### src/hw/rtl/scc_pkg.sv
package scc_pkg;

  localparam int unsigned MaxDim     = 256;
  localparam int unsigned CoordW     = 14;
  localparam int unsigned CellW      = 8;
  localparam int unsigned AddrW      = 2 * CellW;
  localparam int unsigned DimW       = 9;
  localparam int unsigned FracBits   = 6;
  localparam int unsigned SampleSpc  = 3;
  localparam int unsigned Spacing    = SampleSpc << FracBits;
  localparam int unsigned RootW      = 15;
  // radicand padded to an even width so bit pairs line up with the root steps
  localparam int unsigned SqW        = 2 * RootW;
  localparam int unsigned NW         = 8;
  localparam int unsigned NumW       = CoordW + NW;
  localparam int unsigned DenW       = NW + FracBits;
  localparam int unsigned QW         = NumW - FracBits;
  localparam int unsigned QDepth     = 2;
  localparam int unsigned CfgIdxW    = 2;

  localparam logic [CfgIdxW-1:0] CfgWidth  = 2'd0;
  localparam logic [CfgIdxW-1:0] CfgHeight = 2'd1;

  localparam logic ReqWrite = 1'b0;
  localparam logic ReqCheck = 1'b1;

  typedef struct packed {
    logic              req_type;
    logic [CellW-1:0]  cell_col;
    logic [CellW-1:0]  cell_row;
    logic              cell_blocked;
    logic [CoordW-1:0] seg_start_x;
    logic [CoordW-1:0] seg_start_y;
    logic [CoordW-1:0] seg_end_x;
    logic [CoordW-1:0] seg_end_y;
  } req_t;

  typedef struct packed {
    logic path_free;
  } rsp_t;

  typedef struct packed {
    logic [CfgIdxW-1:0] index;
    logic [DimW-1:0]    data;
  } cfg_t;

  // queued operation from front to back
  typedef struct packed {
    logic              is_check;
    logic [AddrW-1:0]  addr;
    logic              blocked;
    logic [CoordW-1:0] sx;
    logic [CoordW-1:0] sy;
    logic [CoordW-1:0] ex;
    logic [CoordW-1:0] ey;
    logic [NW-1:0]     n;
  } op_t;

  typedef enum logic [1:0] {
    FrIdle,
    FrSquare,
    FrRoot,
    FrPush
  } front_state_e;

  typedef enum logic [2:0] {
    BkIdle,
    BkClear,
    BkDiv,
    BkRead,
    BkTest,
    BkResp
  } back_state_e;

endpackage

### src/hw/rtl/scc_queue.sv
module scc_queue import scc_pkg::*; (
  input  logic clk_i,
  input  logic rst_ni,
  input  logic push_i,
  input  op_t  op_i,
  output logic full_o,
  input  logic pop_i,
  output logic empty_o,
  output op_t  op_o
);

  op_t        mem_q [QDepth];
  logic       wp_q, rp_q;
  logic [1:0] cnt_q;

  assign full_o  = (cnt_q == 2'(QDepth));
  assign empty_o = (cnt_q == 2'd0);
  assign op_o    = mem_q[rp_q];

  // two-entry fifo
  always_ff @(posedge clk_i or negedge rst_ni) begin
    if (!rst_ni) begin
      wp_q  <= 1'b0;
      rp_q  <= 1'b0;
      cnt_q <= '0;
    end else begin
      if (push_i) wp_q <= ~wp_q;
      if (pop_i) rp_q <= ~rp_q;
      cnt_q <= cnt_q + 2'(push_i) - 2'(pop_i);
    end
  end

  always_ff @(posedge clk_i) begin
    if (push_i) mem_q[wp_q] <= op_i;
  end

endmodule

### config.mk
export PLATFORM = sky130hd
export DESIGN_NAME = scc_queue
export DESIGN_NICKNAME = d
export VERILOG_FILES = /design/src/hw/rtl/scc_pkg.sv /design/src/hw/rtl/scc_queue.sv
export SDC_FILE = /design/constraint.sdc
export NUM_CORES = 1
export LEC_CHECK = 0
export BUFFER_PORTS_ARGS = -buffer_cell sky130_fd_sc_hd__buf_2
export CELL_PAD_IN_SITES_DETAIL_PLACEMENT = 0
export CELL_PAD_IN_SITES_GLOBAL_PLACEMENT = 2
export CORE_MARGIN = 3
export CORE_UTILIZATION = 40
export CTS_BUF_LIST = sky130_fd_sc_hd__clkbuf_4 sky130_fd_sc_hd__clkbuf_8
export DETAILED_ROUTE_END_ITERATION = 10
export PLACE_DENSITY_LB_ADDON = 0.1
export SLEW_MARGIN = 20
export SYNTH_ARGS = -nofsm -noshare
export SYNTH_HDL_FRONTEND = slang
export SYNTH_SLANG_ARGS = --single-unit
### constraint.sdc
create_clock -name clk_i -period 6 [get_ports clk_i]
set_clock_uncertainty 0.05 [all_clocks]
set_input_delay 1.2 -clock clk_i [delete_from_list [all_inputs] [get_ports clk_i]]
set_output_delay 1.2 -clock clk_i [all_outputs]
set_load 0.05 [all_outputs]
Yosys cells after proc, flatten, opt, wreduce, memory -nomap -nowiden
Memories as Yosys holds them, arrays and structs flattened.
Cells that the tools add are included.
{"block": "word_totals", "inputBits": 86, "mem_count": 1, "ff_bits": 4, "latch_bits": 0, "output_inout_bits": 84, "ramBits": 164, "rom_bits": 0}
{"block": "op_classes", "mux": 2, "div": 0, "magnitude_cmp": 0, "reduce_logical": 1, "addsub": 2, "n_bitwise": 2, "eq_ne": 1, "n_mul": 0, "n_shift": 0}
{"memory": "mem_q", "depth": 2, "word_bits": 82, "read_ports": 1, "rd_ports_with_merged_regs": 0, "wr": 1, "line_no": "scc_queue.sv:12", "text": "op_t mem_q [QDepth];"}
{"cell": "$add 2x1->2", "count": 1}
{"cell": "$eq 2x2->1 const B", "count": 1}
{"cell": "$logic_not 2->1", "count": 1}
{"cell": "$mux 1", "count": 2}
{"cell": "$not 1->1", "count": 2}
{"cell": "$sub 2x1->2", "count": 1}

Logic depth before layout (Yosys ltp)
{"block": "logic_depth", "word_depth": 2, "mapped_depth": 5, "mapped_depth_nobuf": 5}

Worst setup path after synthesis
OpenSTA, ideal clock, no wires.
{"block": "synth_path", "path_kind": "input-to-reg", "start": "input push_i", "end": "memory mem_q[0][0] in the netlist's numbering, enable pin", "n_path_buf": 0, "path_slack_ps": 634, "arrival_time_ps": 4783, "setup_time_ps": 533, "path_stages": 1, "cell_sequence": "nor2b_1"}
{"block": "synth_between", "elab_chain_cells": 2}
{"item": "start: declaration", "line_no": "scc_queue.sv:4", "text": "input logic push_i,"}
{"item": "$mux 1", "line_no": "scc_queue.sv:34", "text": "if (push_i) mem_q[wp_q] <= op_i;"}
{"item": "$mux 1 (not written as such)", "line_no": "scc_queue.sv:34"}
{"item": "end: declaration", "line_no": "scc_queue.sv:12"}
No other way between the ends.

==> impl_metrics.csv <==
group,metric,value,unit
status,outcome,"finished clean",
synthesis,ys_ff_latch,168,
grt,grt_max_degree,62,
placement,postPlaceCellArea,7461,um^2
synthesis,synth_cell_types,14,
clock_network,clockBufferDepth,2,
timing,finalCriticalPeriod,3733,ps
setup_path,path_max_fanout,39,
setup_path,crit_buf_inv,3,
timing,slew-limit-headroom,0.5386,
placement,gp_congestion,0.6801,
synthesis,syn_area_per_cell,23.94,um^2
min_path,hp-class,"reg -> reg",
timing,setup_ws,2267,ps
cells_and_area,diodes,0,
setup_path,cpMaxStageDelayCell,"dfrtp_4",
cells_and_area,design_area,7823,um^2
placement,dp.cells,645,
grt,antenna_found_initial,2,
floorplan,ios,170,
timing,finalSetupViolations,0,
placement,place_ws,2451,ps
setup_path,critPathTopFamily,"buffers and inverters",
timing,hold_viol_final,0,
setup_path,critPathLaunch,"rp_q",
floorplan,start_util,0.4175,
placement,numPortBuffers,169,
clock_network,clk_pin_slew_worst_paths,70,ps
synthesis,yosys_warnings,0,
setup_path,crit_arrival,2480,ps
cells_and_area,n_fill_cell,1318,
cells_and_area,register_area,5029,um^2
power,vdd_drop_max,0.0002440,V
detailed_routing,drc,0,
clock_network,cts_resized,0,
clock_network,htree_levels,4,
cells_and_area,drive_gt1_frac,0.6104,
power,power_density,541.6,nW/um^2
floorplan,dieHeight,133.1,um
detailed_routing,vias,3048,
detailed_routing,vias_per_cell,4.529,
setup_path,crit_chain,"buf_16, buf_4, mux2_4, buf_2",
flow_run,cap_viol_max_count,0,
setup_path,r2r-start,"wp_q",
power,p_leak,3.146,nW
detailed_routing,routedWlPerCell,16.71,um
synthesis,netlist_area,6464,um^2
setup_path,start_kind,"register",
timing,worst_pin_slew,690.6,ps
cells_and_area,nets,542,
clock_network,cts_sinks,168,
floorplan,fp-row-count,45,
floorplan,placeableCoreArea,15480,um^2
detailed_routing,drtIter0Drc,136,
timing,setup_tns,0,ps
grt,overflow,0,
timing,final_max_slew_viol_count,0,
detailed_routing,ant_nets,0,
setup_path,critical_path_required,4750,ps
detailed_routing,met1Wirelength,4577,um
clock_network,cts-hold-fix-buffers,0,
synthesis,syn-instance-count,270,
grt,grt_pass1_vias,3174,
timing,rsz0062_at_grt,"false",
timing,fmax,267.9,MHz
cells_and_area,layout_commonest_cell,"buf_2",
cells_and_area,final_cells,673,
floorplan,dieArea,17720,um^2
detailed_routing,routed_wl,11250,um
detailed_routing,route.met3.wl,907,um
cells_and_area,multi_input_area,1285,um^2
min_path,worstHoldStart,"wp_q",
clock_network,clock_latency,420,ps
clock_network,ctsRootBufferMaster,"clkbuf_8",
clock_network,cts_buffers,17,
synthesis,synth_seq_area_share,0.7774,
setup_path,worstSetupPathType,"reg -> out",
cells_and_area,layout_common_cells,"169 x buf_2, 164 x edfxtp_1, 70 x mux2_4",
cells_and_area,areaGrowthSynthToFinish,21.02,%
grt,grt_usage,0.1281,
detailed_routing,top_layer,"met5",
detailed_routing,route.met2.wl,5533,um
grt,grt_pass1_wl,17090,um
detailed_routing,dr.pass1.iters,4,
clock_network,cts_setup_buffers,0,
setup_path,crit_path_max_incr_delay,710,ps
floorplan,fp.dieW,133.1,um
timing,finalCritPeriodShare,0.6221,
synthesis,syn_nets,358,
clock_network,cts_tree,"done",
placement,dp_hpwl,7627,um
setup_path,critPathCaptureType,"output pin",
-- layer usage --
metal | up-vias | global-route usage
met4 | 4 | 0.05314
met3 | 18 | 0.05400
li1 | 1428 | -
met1 | 1495 | 0.1577
met2 | 103 | 0.2003
met5 | - | 0
-- Yosys cell counts --
library cell | instances | area share
and2_1 | 1 | 0.00097
buf_2 | 1 | 0.00077
mux2_2 | 12 | 0.021
xor2_1 | 2 | 0.0027
buf_12 | 7 | 0.022
edfxtp_1 | 164 | 0.76
buf_6 | 1 | 0.0017
xor3_1 | 1 | 0.0037
dfrtp_1 | 4 | 0.015
ha_1 | 2 | 0.0039
inv_1 | 2 | 0.0012
mux2_4 | 70 | 0.16
nor2b_1 | 2 | 0.0019
nor2_1 | 1 | 0.00058
-- logic make-up (layout without fill, tap and decap cells) --
| group | count (synthesis) | in the layout | share of synthesized area |
|---|---|---|---|
| simple gates | 4 | 4 | 0.003484 |
| buf+inv | 11 | 203 | 0.02536 |
| flops | 168 | 168 | 0.7774 |
| xor+xnor | 3 | 3 | 0.006388 |
| mux | 82 | 82 | 0.1835 |
| fa+ha+maj | 2 | 2 | 0.003871 |
-- final cells by class --
cell class	count	area share
inverters	2	0.0009597
clock buffers	19	0.03183
clock inverters	8	0.01088
repair buffers	174	0.1155
flip-flops and latches	168	0.6428
multi-input cells	91	0.1643
well taps	211	0.03375
-- worst reg2reg max path, cell delays in order (launching register included) --
cell and delay (ps):
dfrtp_1 420, and2_4 620, buf_4 560
-- registers in the layout (all words and copies together), names as in the netlist --
name	count
mem_q	164
cnt_q	2
rp_q	1
wp_q	1
-- per-stage QoR --
| step | hold slack [ps] | utilization | total power, mW |
|---|---|---|---|
| after floorplan | 405.5 | - | 3.310 |
| after global placement | 478.0 | 0.4819 | 3.565 |
| after detailed placement | 490.3 | 0.4819 | 3.577 |
| after CTS | 476.6 | 0.5034 | 4.292 |
| after global routing | 482.4 | 0.5052 | 4.425 |
| final | 504.5 | 0.5052 | 4.237 |
-- final timing paths --
path,to,slack [ps],depth (start not counted)
setup / recovery,op_o[39],2270,4
hold / removal,wp_q,500,1
setup reg to reg,mem_q[1][80],3970,2
hold reg to reg,wp_q,500,1
max in group asynchronous,rp_q,5250,1
min in group asynchronous,cnt_q[0],520,1
-- power breakdown --
part           internal (mW)  switching (mW)
Clock                  0.360           0.350
Combinational          0.602            1.27
Sequential              1.56          0.0986
Total                   2.52            1.72
Power figures use the tool's default switching activity.
