**config.mk**
```make
export PLATFORM = sky130hd
export DESIGN_NAME = scc_front_flat
export DESIGN_NICKNAME = d
export VERILOG_FILES = /design/src/hw/rtl/scc_pkg.sv /design/src/hw/rtl/scc_if.sv /design/src/hw/rtl/scc_front.sv /design/src/flat_wrapper.sv
export SDC_FILE = /design/constraint.sdc
export NUM_CORES = 1
export LEC_CHECK = 0
export ABC_AREA = 0
export BUFFER_PORTS_ARGS = -buffer_cell sky130_fd_sc_hd__buf_2
export CORE_ASPECT_RATIO = 1.25
export CORE_MARGIN = 1.5
export CORE_UTILIZATION = 41
export DETAILED_ROUTE_END_ITERATION = 16
export PLACE_DENSITY = 0.66
export SLEW_MARGIN = 0
export SYNTH_ARGS = -nofsm -noshare
export SYNTH_HDL_FRONTEND = slang
export SYNTH_SLANG_ARGS = --single-unit
```
**constraint.sdc**
```tcl
create_clock -name clk_i -period 27.6 [get_ports clk_i]
set_input_delay 8.28 -clock clk_i [delete_from_list [all_inputs] [get_ports clk_i]]
set_output_delay 8.28 -clock clk_i [all_outputs]
set_load 0.01 [all_outputs]
```
**src/hw/rtl/scc_pkg.sv**
```systemverilog
package scc_pkg;

  localparam int unsigned MaxDim     = 256;
  localparam int unsigned CoordW     = 14;
  localparam int unsigned CellW      = 8;
  localparam int unsigned AddrW      = 2 * CellW;
  localparam int unsigned DimW       = 9;
  localparam int unsigned FracBits   = 6;
  localparam int unsigned SampleSpc  = 3;
  localparam int unsigned Spacing    = SampleSpc << FracBits;
  localparam int unsigned RootW      = 15;
  // radicand padded to an even width so bit pairs line up with the root steps
  localparam int unsigned SqW        = 2 * RootW;
  localparam int unsigned NW         = 8;
  localparam int unsigned NumW       = CoordW + NW;
  localparam int unsigned DenW       = NW + FracBits;
  localparam int unsigned QW         = NumW - FracBits;
  localparam int unsigned QDepth     = 2;
  localparam int unsigned CfgIdxW    = 2;

  localparam logic [CfgIdxW-1:0] CfgWidth  = 2'd0;
  localparam logic [CfgIdxW-1:0] CfgHeight = 2'd1;

  localparam logic ReqWrite = 1'b0;
  localparam logic ReqCheck = 1'b1;

  typedef struct packed {
    logic              req_type;
    logic [CellW-1:0]  cell_col;
    logic [CellW-1:0]  cell_row;
    logic              cell_blocked;
    logic [CoordW-1:0] seg_start_x;
    logic [CoordW-1:0] seg_start_y;
    logic [CoordW-1:0] seg_end_x;
    logic [CoordW-1:0] seg_end_y;
  } req_t;

  typedef struct packed {
    logic path_free;
  } rsp_t;

  typedef struct packed {
    logic [CfgIdxW-1:0] index;
    logic [DimW-1:0]    data;
  } cfg_t;

  // queued operation from front to back
  typedef struct packed {
    logic              is_check;
    logic [AddrW-1:0]  addr;
    logic              blocked;
    logic [CoordW-1:0] sx;
    logic [CoordW-1:0] sy;
    logic [CoordW-1:0] ex;
    logic [CoordW-1:0] ey;
    logic [NW-1:0]     n;
  } op_t;

  typedef enum logic [1:0] {
    FrIdle,
    FrSquare,
    FrRoot,
    FrPush
  } front_state_e;

  typedef enum logic [2:0] {
    BkIdle,
    BkClear,
    BkDiv,
    BkRead,
    BkTest,
    BkResp
  } back_state_e;

endpackage

```
**src/hw/rtl/scc_if.sv**
```systemverilog
interface scc_req_if;
  import scc_pkg::*;
  logic valid;
  logic ready;
  req_t data;
  modport source (output valid, output data, input ready);
  modport sink (input valid, input data, output ready);
endinterface


```
**src/hw/rtl/scc_front.sv**
```systemverilog
module scc_front import scc_pkg::*; (
  input  logic       clk_i,
  input  logic       rst_ni,
  scc_req_if.sink    req,
  output logic       push_o,
  output op_t        op_o,
  input  logic       full_i
);

  front_state_e state_q, state_d;
  req_t         req_q;
  logic [SqW-1:0]   sq_q, sq_d;
  logic [SqW-1:0]   rem_q, rem_d;
  logic [RootW-1:0] root_q, root_d;
  logic [3:0]       step_q, step_d;
  logic [CoordW-1:0] dx, dy;
  logic [SqW-1:0]    trial;
  logic [SqW-1:0]    cur;
  logic [RootW-1:0]  nq;

  assign dx = (req_q.seg_start_x > req_q.seg_end_x) ? req_q.seg_start_x - req_q.seg_end_x
                                                    : req_q.seg_end_x - req_q.seg_start_x;
  assign dy = (req_q.seg_start_y > req_q.seg_end_y) ? req_q.seg_start_y - req_q.seg_end_y
                                                    : req_q.seg_end_y - req_q.seg_start_y;

  // restoring square root, one result bit per cycle
  assign cur   = {rem_q[SqW-3:0], sq_q[SqW-1 -: 2]};
  assign trial = SqW'({root_q, 2'b01});

  // n = root / 192 + 1, root below 2^15 so n below 2^8
  assign nq = RootW'((32'(root_q) * 32'd43691) >> 23);

  always_comb begin
    state_d = state_q;
    sq_d    = sq_q;
    rem_d   = rem_q;
    root_d  = root_q;
    step_d  = step_q;
    push_o  = 1'b0;
    req.ready = (state_q == FrIdle);
    op_o.is_check = req_q.req_type;
    op_o.addr     = {req_q.cell_row, req_q.cell_col};
    op_o.blocked  = req_q.cell_blocked;
    op_o.sx = req_q.seg_start_x;
    op_o.sy = req_q.seg_start_y;
    op_o.ex = req_q.seg_end_x;
    op_o.ey = req_q.seg_end_y;
    op_o.n  = NW'(nq + RootW'(1));
    unique case (state_q)
      FrIdle: begin
        if (req.valid) begin
          state_d = (req.data.req_type == ReqCheck) ? FrSquare : FrPush;
        end
      end
      FrSquare: begin
        sq_d    = SqW'(32'(dx) * 32'(dx)) + SqW'(32'(dy) * 32'(dy));
        rem_d   = '0;
        root_d  = '0;
        step_d  = '0;
        state_d = FrRoot;
      end
      FrRoot: begin
        if (cur >= trial) begin
          rem_d  = cur - trial;
          root_d = {root_q[RootW-2:0], 1'b1};
        end else begin
          rem_d  = cur;
          root_d = {root_q[RootW-2:0], 1'b0};
        end
        sq_d   = {sq_q[SqW-3:0], 2'b00};
        step_d = step_q + 4'd1;
        if (step_q == 4'(RootW - 1)) state_d = FrPush;
      end
      FrPush: begin
        if (!full_i) begin
          push_o  = 1'b1;
          state_d = FrIdle;
        end
      end
      default: state_d = FrIdle;
    endcase
  end

  // state and operands
  always_ff @(posedge clk_i or negedge rst_ni) begin
    if (!rst_ni) begin
      state_q <= FrIdle;
    end else begin
      state_q <= state_d;
    end
  end

  always_ff @(posedge clk_i) begin
    if (req.valid && req.ready) req_q <= req.data;
    sq_q   <= sq_d;
    rem_q  <= rem_d;
    root_q <= root_d;
    step_q <= step_d;
  end

endmodule

```
**src/flat_wrapper.sv**
```systemverilog
// flat-port wrapper written by rule: the top's interface ports become plain ports
module scc_front_flat import scc_pkg::*;
  (clk_i, rst_ni, push_o, op_o, full_i, req_valid, req_data, req_ready);
  scc_req_if req_i ();
  input  logic clk_i;
  input  logic rst_ni;
  output logic push_o;
  output op_t op_o;
  input  logic full_i;
  input wire logic [$bits(req_i.valid)-1:0] req_valid;
  input wire logic [$bits(req_i.data)-1:0] req_data;
  output wire logic [$bits(req_i.ready)-1:0] req_ready;
  assign req_i.valid = req_valid;
  assign req_i.data = req_data;
  assign req_ready = req_i.ready;
  scc_front u_core (.clk_i(clk_i), .rst_ni(rst_ni), .req(req_i), .push_o(push_o), .op_o(op_o), .full_i(full_i));
endmodule
```
# ---- After elaboration in Yosys (flattened, before gate mapping)
# Cells that the tools add are included.
dict set report totals {
  regBits 153
  output_inout_bits 84
  inputBits 78
  wordCells 53
}
dict set report classes {
  n_eq_ne 7
  reduce_logical 4
  multipliers 3
  add_sub_neg 8
  muxes 15
  order_cmp 3
}
# operator count
set op_table {}
lappend op_table {{$pmux W30 S2} 1}
lappend op_table {{$mul A14 B14 Y28} 2}
lappend op_table {{$pmux W28 S2} 1}
lappend op_table {{$sub A14 B14 Y14} 4}
lappend op_table {{$mul A15 B16 Y31 const B} 1}
lappend op_table {{$ge A30 B17 Y1} 1}
lappend op_table {{$pmux W15 S2} 1}
lappend op_table {{$add A28 B28 Y29} 1}
lappend op_table {{$gt A14 B14 Y1} 2}
lappend op_table {{$mux W14} 2}
lappend op_table {{$mux W28} 1}
lappend op_table {{$sub A28 B17 Y28} 1}
lappend op_table {{$add A8 B1 Y8 const B} 1}
lappend op_table {{$mux W2} 4}
lappend op_table {{$pmux W2 S4} 1}
lappend op_table {{$pmux W4 S2} 1}
lappend op_table {{$add A4 B1 Y4 const B} 1}
lappend op_table {{$eq A2 B2 Y1 const B} 2}
lappend op_table {{$eq A4 B4 Y1 const B} 1}
lappend op_table {{$ne A2 B2 Y1 const B} 2}
lappend op_table {{$mux W1} 3}
lappend op_table {{$reduce_and A3 Y1} 1}
lappend op_table {{$eq A2 B1 Y1 const B} 1}
lappend op_table {{$logic_not A2 Y1} 1}
lappend op_table {{other kinds (3)} 3}

# ---- Depth between registers and ports, before layout
dict set report logic_depth {
  ltp_word 5
  mapped_depth 41
  mapped_depth_nobuf 39
}

# ---- Worst setup path after synthesis
# No wires, ideal clock.
dict set report synth_path {
  path_kind {in2out}
  start {in full_i}
  end {out push_o}
  n_path_buf 0
  path_stages 1
  required_time_ns 19.320
  arrival_ns 8.458
  slack_ns 10.862
  cell_sequence {nor2b_1}
}
dict set report synth_via {
  elab_chain_cells 2
}
# item line
set synth_lines {}
lappend synth_lines {{from (decl)} flat_wrapper.sv:9} ;# input logic full_i;
lappend synth_lines {{$mux W1} scc_front.sv:75} ;# if (!full_i) begin
lappend synth_lines {{$mux W1} scc_front.sv:49} ;# unique case (state_q)
lappend synth_lines {{to (decl)} flat_wrapper.sv:7} ;# output logic push_o;
# Every way passes these cells.

# ---- Final worst setup path
# Ends and elaborated chain as after synthesis.

==> impl_metrics.toml <==
[synth]
yosysTopAreaCell = "fa_1"
syn_avg_cell_area_um2 = 9.86
netlist_area_um2 = 24000
synthesis.nets = 3191
ys_ff_latch = 153
yosysSeqAreaShare_pct = 19.1
synth_ff_type = "edfxtp_1"
synthArstFlopShare_pct = 1.31
synth_top_area_share_pct = 30.2
synth.distinct_cells = 93
syn_inst = 2436
synth_edf_count = 151
synth_area_leaders = "fa_1 (30%), edfxtp_1 (19%), ha_1 (16%)"
yosys_warnings = 0

[sta]
fmax_ghz = 0.0592
max_slew.worst_pin.slew_ps = 1050
slew_violations = 0
finalSetupViolations = 0
fin_crit_sh_pct = 61.2
slew_headroom_pct = 29.9
clock_skew_ps = 14.1
rsz0062_at_grt = "no"
period_needed_ps = 16890
fin_setup_tns_ps = 0
hold_viol = 0

[clock_tree]
clk_latency_ps = 460
cts-hold-fix-buffers = 0
clkSlewWorstSetupHoldPaths_ps = 70
clock_sinks = 153
cts-resized-gates = 0
cts_made_buffers = 17
cts_buffer_depth = 2
htreeDepth = 4
post_cts_buffers = 0
cts_tree = "built"
cts-root-buf = "clkbuf_16"

[grt]
antenna_found_initial = 0
grt_start_max_net_pins = 79
grt_pass1_vias = 18244
grt_pass1_wl_um = 86300
track_usage_pct = 17.9
grt_overflow_total = 0

[placement]
place_area_um2 = 25700
port_buffers = 161
gp_congestion = 0.850
placedCellCount = 3322
place_hpwl_um = 42900

[floorplan]
core-area_um2 = 58100
start_util_pct = 41.3
dieArea_um2 = 60100
die_h_um = 274
io_pins = 162
row_count = 99
die_w_um = 219

[detailed_routing]
drt_wl_total_um = 51200
post_drt_wl_per_cell_um = 15.3
ant_nets = 0
drcViolationCount = 0
avgViaCountPerCell = 4.98
num_vias = 16695
drt_iter0_drc = 763
drt_first_pass_iters = 6

[finish]
final_nets = 3339
fillCellCount = 5472
diodes = 0
post-route-cell-area_um2 = 26300
drive_above_1_share_pct = 11.4
area_growth_pct = 9.40
finalNonFillerCells = 3354

[worst_setup_path]
cp.arrival_ps = 8610
crit_path_end_kind = "primary output"
reg2reg_slack_ps = 16890
crit_type = "input pin to primary output"
cp-start-kind = "input pin"
crit_path_max_fanout = 3
required_ps = 19320

[flow_run]
cap_violations = 0

[run_status]
run_status = "finished clean"

[worst_hold_path]
hp-class = "flop to flop"
## flip-flops by register name, summed over array words and instances (netlist names)
name,flops
u_core.rem_q,28
u_core.state_q,2
u_core.step_q,4
u_core.root_q,15
u_core.op_o,74
u_core.sq_q,30
## final timing paths
check | from | endpoint | cells past startpoint
max | full_i | push_o | 3
min | u_core.sq_q[27] | u_core.sq_q[29] | 1
max reg2reg | u_core.op_o[22] | u_core.sq_q[27] | 34
min reg2reg | u_core.sq_q[27] | u_core.sq_q[29] | 1
max in group asynchronous | rst_ni | u_core.state_q[0] | 1
min in group asynchronous | rst_ni | u_core.state_q[1] | 1
## critical path, cell delays in order
cell and delay, ps:
buf_2 110, nor2b_1 90, buf_2 130
## layout by cell type (no fill, tap or decap), types with 12 or more instances in the layout
cell type  instances
nand3_1           17
nor2b_1           22
o21a_1            12
nand2_1          125
o21ai_0           63
ha_1             313
edfxtp_1         151
inv_1            624
xnor2_1           38
nor3_1            28
nand4_1           12
or2_2             15
nand2b_1          42
a21oi_1           88
nor2_1           186
a21o_1            33
clkbuf_16         17
fa_1             362
buf_4             19
xor2_1            38
buf_2            161
## area by class of cell
cell class / count / area, µm² / share of cell area, %
well taps: 757 / 947 / 3.60
clock buffers: 18 / 429 / 1.63
multi-input cells: 1599 / 16800 / 64.1
flip-flops and latches: 153 / 4580 / 17.4
repair buffers: 180 / 948 / 3.61
inverters: 633 / 2380 / 9.05
clock inverters: 14 / 159 / 0.605
## per-layer routing
layer | track usage [%] | vias to the layer above | wire, µm
met5 | 0 | - | 0
met4 | 5.73 | 0 | 1260
met3 | 1.93 | 71 | 1460
met2 | 34.6 | 297 | 28100
met1 | 20.3 | 8386 | 20400
li1 | - | 7941 | -
## cell families (layout without fill, tap and decap cells)
group / Yosys count / count (layout) / synth area share [%]
simple gates: 515 / 515 / 10.3
mux: 22 / 22 / 0.979
fa+ha+maj: 677 / 677 / 46.6
buf+inv: 684 / 845 / 11.0
compound gates: 291 / 291 / 8.18
xor+xnor: 93 / 93 / 3.84
flops: 153 / 153 / 19.1
other cells: 1 / 1 / 0.0156
## per-stage QoR
step / util, % / setup slack, ps / hold WS, ps
floorplan: - / 10860 / 500
global placement: 44.2 / 10650 / 505
detailed placement: 44.2 / 10700 / 512
CTS: 45.2 / 10700 / 534
global route: 45.2 / 10690 / 534
finish: 45.2 / 10710 / 529
## cells in the mapped netlist (all sizes together) (13+ instances only)
cell,count
a21o,33
a21oi,90
buf,31
clkbuf,20
edfxtp,151
fa,362
ha,315
inv,633
nand2,126
nand2b,42
nand3,17
nand4,13
nor2,192
nor2b,23
nor3,28
o21ai,67
or2,22
xnor2,48
xor2,45
Power is left out: the tool's default activity adds up to more than one toggle a clock period on the data nets, which glitch-free logic cannot reach.
